`src/hdl/sofi_pkg.sv`:
```
`timescale 1ns / 1ps
`default_nettype none

package sofi_pkg;

    // Default table size
    localparam int TABLE_DEPTH_DEF = 1024;

    // Field widths
    localparam int KEY_W    = 32;
    localparam int BASE_W   = 63;
    localparam int OFFSET_W = 64;
    localparam int COUNT_W  = 11;

    // Operation codes
    typedef enum logic [1:0] {
        OP_APPEND   = 2'd0,
        OP_LOOKUP   = 2'd1,
        OP_TRUNCATE = 2'd2,
        OP_NOP      = 2'd3
    } op_t;

    // Result status codes
    typedef enum logic [2:0] {
        ST_OK       = 3'd0,
        ST_RANGE    = 3'd1,
        ST_POSITION = 3'd2,
        ST_ORDER    = 3'd3,
        ST_FULL     = 3'd4
    } status_t;

    // One table entry: relative offset and byte position
    typedef struct packed {
        logic [KEY_W-1:0] key;
        logic [KEY_W-1:0] pos;
    } entry_t;

    // Decoded request, held while the sequencer works on it
    typedef struct packed {
        op_t              op;
        logic             above;    // offset at or above the segment base
        logic             big;      // relative offset beyond 32 bits
        logic [KEY_W-1:0] rel;      // low 32 bits of the relative offset
        logic             pos_big;  // byte position beyond 32 bits
        logic [KEY_W-1:0] pos;
    } req_t;

endpackage

`default_nettype wire

```
`src/hdl/sofi_decode.sv`:
```
`timescale 1ns / 1ps
`default_nettype none

// Captures a request and works out its relative offset and range flags
module sofi_decode (
    input  wire logic                                   clk,
    input  wire logic                                   accept,
    input  wire logic [1:0]                             operation,
    input  wire logic signed [sofi_pkg::OFFSET_W-1:0]   record_offset,
    input  wire logic [sofi_pkg::OFFSET_W-1:0]          byte_position,
    input  wire logic [sofi_pkg::BASE_W-1:0]            base,
    output sofi_pkg::req_t                              req
);

    logic [sofi_pkg::OFFSET_W-1:0] diff;
    sofi_pkg::req_t                req_next;
    sofi_pkg::req_t                req_reg;

    // Exact offset minus base; the top bit flags a borrow
    assign diff = {1'b0, record_offset[sofi_pkg::OFFSET_W-2:0]} - {1'b0, base};

    always_comb
    begin
        req_next.op      = sofi_pkg::op_t'(operation);
        req_next.above   = !record_offset[sofi_pkg::OFFSET_W-1] && !diff[sofi_pkg::OFFSET_W-1];
        req_next.big     = (diff[sofi_pkg::OFFSET_W-2:sofi_pkg::KEY_W] != '0);
        req_next.rel     = diff[sofi_pkg::KEY_W-1:0];
        req_next.pos_big = (byte_position[sofi_pkg::OFFSET_W-1:sofi_pkg::KEY_W] != '0);
        req_next.pos     = byte_position[sofi_pkg::KEY_W-1:0];
    end

    always_ff @(posedge clk)
    begin
        if (accept)
        begin
            req_reg <= req_next;
        end
    end

    assign req = req_reg;

endmodule

`default_nettype wire

```
`config.mk`:
```
export PLATFORM = sky130hd
export DESIGN_NAME = sofi_decode
export DESIGN_NICKNAME = d
export VERILOG_FILES = /design/src/hdl/sofi_pkg.sv /design/src/hdl/sofi_decode.sv
export SDC_FILE = /design/constraint.sdc
export NUM_CORES = 1
export LEC_CHECK = 0
export BUFFER_PORTS_ARGS = -buffer_cell sky130_fd_sc_hd__buf_2
export CAP_MARGIN = 0
export CORE_MARGIN = 4
export CORE_UTILIZATION = 43
export DETAILED_ROUTE_END_ITERATION = 8
export PLACE_DENSITY = 0.71
export SLEW_MARGIN = 40
export SYNTH_ARGS = -nofsm -noshare
export SYNTH_HDL_FRONTEND = slang
export SYNTH_SLANG_ARGS = --single-unit
```
`constraint.sdc`:
```
create_clock -name clk -period 4.5 [get_ports clk]
set_clock_uncertainty 0.2 [all_clocks]
set_input_delay 0.9 -clock clk [delete_from_list [all_inputs] [get_ports clk]]
set_output_delay 0.9 -clock clk [all_outputs]
set_load 0.1 [all_outputs]
```
==> run_results.csv <==
group,metric,value,unit
status,status,"finished, final reports clean",
critical_path,timing.setup.critical_path_class,"in2reg",
synthesis,synthesis.area,7040,um2
global_route,grt_pass1_wl,35.1,mm
synthesis,synth_fa_ha_area_share,11.5,%
sta,fmax,0.253,GHz
critical_path,crit_path_start_kind,"input pin",
placed_design,dp.final_hpwl,19.3,mm
pwr,sw_frac_of_total,45.3,%
global_route,overflow_left_after_global_routing,0,
clocking,ctsHtreeMaxLevel,3,
clocking,tritoncts.num_buffers,9,
placed_design,gp_congestion,0.964,
clocking,setup_repair_bufs_after_cts,0,
sta,timing.final.max_slew_violations,0,
pwr,post-layout-total-power,3.10,mW
synthesis,synth-edff-count,69,
sta,final.period_utilization,88.0,%
synthesis,synthesis.area_per_instance,8.26,um2
synthesis,share_of_flip_flops_with_an_asynchronous_set_or_reset_after_synthesis,0,%
clocking,cts_tree,"built",
die,die_w,136,um
detailed_routing,detail_route.vias_per_cell,5.72,
final_layout,layout_common_cells,"sky130_fd_sc_hd__buf_2 (263), sky130_fd_sc_hd__nand2_1 (80), sky130_fd_sc_hd__a21oi_1 (79)",
die,placement_rows,46,
sta,worst_slew_pin_slew,0.779,ns
synthesis,yosys.area_share.xor_xnor,4.48,%
synthesis,synth_top_family_by_area,"compound AO/OA/AOI/OAI gates",
detailed_routing,avgRoutedWirePerCell,17.5,um
sta,finalHoldViolCount,0,
pwr,power.density_cell_area,350,nW/um2
clocking,ctsHoldBuffers,0,
final_layout,layout.nets,1358,
pwr,p_int,1.70,mW
min_path,worst_hold_path.num_cells,1,
synthesis,post_synthesis_share_of_cell_area_spent_on_and_or_nand_and_nor_gates,21.2,%
clocking,clock_sink_count,69,
synthesis,post_synth_top_flop,"sky130_fd_sc_hd__edfxtp_1",
sta,setup_tns_final,0,ns
die,fp.coreArea,15900,um2
final_layout,layout_commonest_cell,"sky130_fd_sc_hd__buf_2",
critical_path,worst_setup_path_startpoint,"base[8]",
synthesis,synthMuxAreaShare,1.03,%
final_layout,layout.core_utilization,55.5,%
clocking,cts_resized,0,
detailed_routing,post-route-drc-count,0,
pwr,switchingPower,1.40,mW
synthesis,synth_cell_types,79,
global_route,global_route.usage.total,23.5,%
final_layout,finish.cell_count_without_fillers,1320,
synthesis,synth-seq-area-share,29.5,%
sta,slew_headroom,47.5,%
clocking,deepest_clock_path_buffer_count,2,
die,dieArea,18500,um2
final_layout,area_delta_synth_final,25.8,%
min_path,min_path_type,"in2reg",
global_route,grt_max_degree,40,
pwr,irDropWorstVdd,0.201,mV
clocking,clk_pin_slew,0.06,ns
final_layout,layout-drive-gt1-share,28.1,%
synthesis,ys_seq_elements,69,
die,y_dimension_of_the_die,136,um
synthesis,synth_fp_nets,1111,
sta,timing.final.setup_violations,0,
die,initial_core_util,44.1,%
final_layout,largest_register_ffs,69,
pwr,power.sequential.fraction,26.4,%
placed_design,placed_cells,1304,
detailed_routing,drtAntennaViolNets,0,
detailed_routing,detailroute.via_count,7554,
min_path,min_from,"byte_position[30]",
min_path,min_to,"req[30]",
critical_path,cp_data_required_time,4.38,ns
clocking,cts-root-buf,"sky130_fd_sc_hd__clkbuf_16",
detailed_routing,postRouteWirelength,23.1,mm
critical_path,timing.critical_path.to_type,"flop",
pwr,clock_power_share,25.5,%
detailed_routing,drt-initial-drc-count,694,
pwr,pwr-share-comb,48.0,%
sta,finalCriticalPeriod,3.96,ns
synthesis,synth_compound_area_share,25.8,%
synthesis,synth_warnings,0,
job,cap_viol_max_count,0,
final_layout,insertedDiodeCount,0,
critical_path,arrival,3.84,ns
global_route,grt_antenna_before_repair,0,
synthesis,syn-instance-count,852,
placed_design,port_buffers,263,
global_route,vias_in_the_first_global_route,7025,
pwr,power.static_leakage,4.07,nW
die,ios,264,
sta,grt_setup_unrepaired,"false",
detailed_routing,detailedRoute.firstPassIterationCount,7,
critical_path,crit_path_max_fanout,8,
==> synth_stat cells (5+ instances only) <==
library cell / number / share of area (%)
sky130_fd_sc_hd__nand2_1: 80 / 4.3
sky130_fd_sc_hd__a21oi_1: 79 / 5.6
sky130_fd_sc_hd__inv_1: 78 / 4.2
sky130_fd_sc_hd__edfxtp_1: 69 / 29
sky130_fd_sc_hd__ha_1: 63 / 11
sky130_fd_sc_hd__nor2_1: 55 / 2.9
sky130_fd_sc_hd__o21ai_0: 52 / 3.7
sky130_fd_sc_hd__nand4_1: 29 / 2.6
sky130_fd_sc_hd__nand3_1: 25 / 1.8
sky130_fd_sc_hd__a21o_1: 24 / 2.6
sky130_fd_sc_hd__buf_2: 20 / 1.4
sky130_fd_sc_hd__nor3_1: 20 / 1.4
sky130_fd_sc_hd__xnor2_1: 20 / 2.5
sky130_fd_sc_hd__o211ai_1: 16 / 1.7
sky130_fd_sc_hd__o21a_1: 16 / 1.7
sky130_fd_sc_hd__xor2_1: 16 / 2.0
sky130_fd_sc_hd__nor4_1: 14 / 1.2
sky130_fd_sc_hd__and3_1: 13 / 1.2
sky130_fd_sc_hd__a31oi_1: 12 / 1.1
sky130_fd_sc_hd__a211oi_1: 11 / 1.2
sky130_fd_sc_hd__clkbuf_1: 11 / 0.59
sky130_fd_sc_hd__nor2b_1: 10 / 0.89
sky130_fd_sc_hd__nand2b_1: 9 / 0.80
sky130_fd_sc_hd__and2_1: 8 / 0.71
sky130_fd_sc_hd__or3_1: 7 / 0.62
sky130_fd_sc_hd__o21bai_1: 6 / 0.64
sky130_fd_sc_hd__mux2i_1: 5 / 0.71
sky130_fd_sc_hd__o2111ai_1: 5 / 0.62
sky130_fd_sc_hd__or2_2: 5 / 0.44
==> per-layer routing <==
layer  global-route usage, %  up-vias  part of all wire [%]
li1                        -     3675                     -
met2                    41.8      352                    49
met4                    8.23        0                   3.0
met3                    3.18       51                   8.2
met1                    29.1     3476                    40
met5                       0        -                     0
==> power groups by stage <==
stage	registers (mW)	logic (mW)	clock network (mW)
after floorplan	1.38	0.578	0
after global placement	0.833	1.47	0
after detailed placement	0.834	1.47	0
after CTS	0.821	1.48	0.803
after global routing	0.826	1.58	0.837
final	0.820	1.49	0.791
==> per-stage QoR <==
stage,setup slack [ns],cell area (um2),hold slack (ns)
floorplan,0.811,7040,0.799
global placement,0.326,8520,0.876
detailed placement,0.310,8520,0.878
CTS,0.646,8850,0.531
global route,0.223,8850,0.527
finish,0.541,8850,0.539
==> cell families (layout without fill, tap and decap cells) <==
logic type	count (synthesis)	after routing
simple gates	293	293
compound gates	270	270
buf+inv	113	365
flops	69	69
fa+ha+maj	64	64
xor+xnor	36	36
mux	7	7
==> worst max path at each step <==
stage	to	depth (start not counted)
floorplan	req[65]	13
global placement	req[65]	13
detailed placement	req[65]	13
CTS	req[65]	13
global route	req[65]	13
finish	req[65]	13
==> critical path: stages <==
cell and delay [ns]:
sky130_fd_sc_hd__buf_2 0.08, sky130_fd_sc_hd__inv_1 0.03, sky130_fd_sc_hd__ha_1 0.42, sky130_fd_sc_hd__nand4_1 0.26, sky130_fd_sc_hd__nor3_1 0.24, sky130_fd_sc_hd__o21ai_0 0.19, sky130_fd_sc_hd__a21oi_1 0.36, sky130_fd_sc_hd__o21a_1 0.30
sky130_fd_sc_hd__a21o_1 0.27, sky130_fd_sc_hd__mux2i_1 0.26, sky130_fd_sc_hd__nand4b_1 0.13, sky130_fd_sc_hd__nor4_1 0.30, sky130_fd_sc_hd__nand2_1 0.10
==> area by class of cell <==
class / instances / area (um2)
sequential: 69 / 2070
clock inverter: 7 / 105
multi-input combinational: 670 / 4510
clock buffer: 9 / 225
timing repair buffer: 271 / 1380
tap: 216 / 270
inverter: 78 / 293
fill: 1508 / 7090
Note: power is estimated with default switching activity, not from simulation.
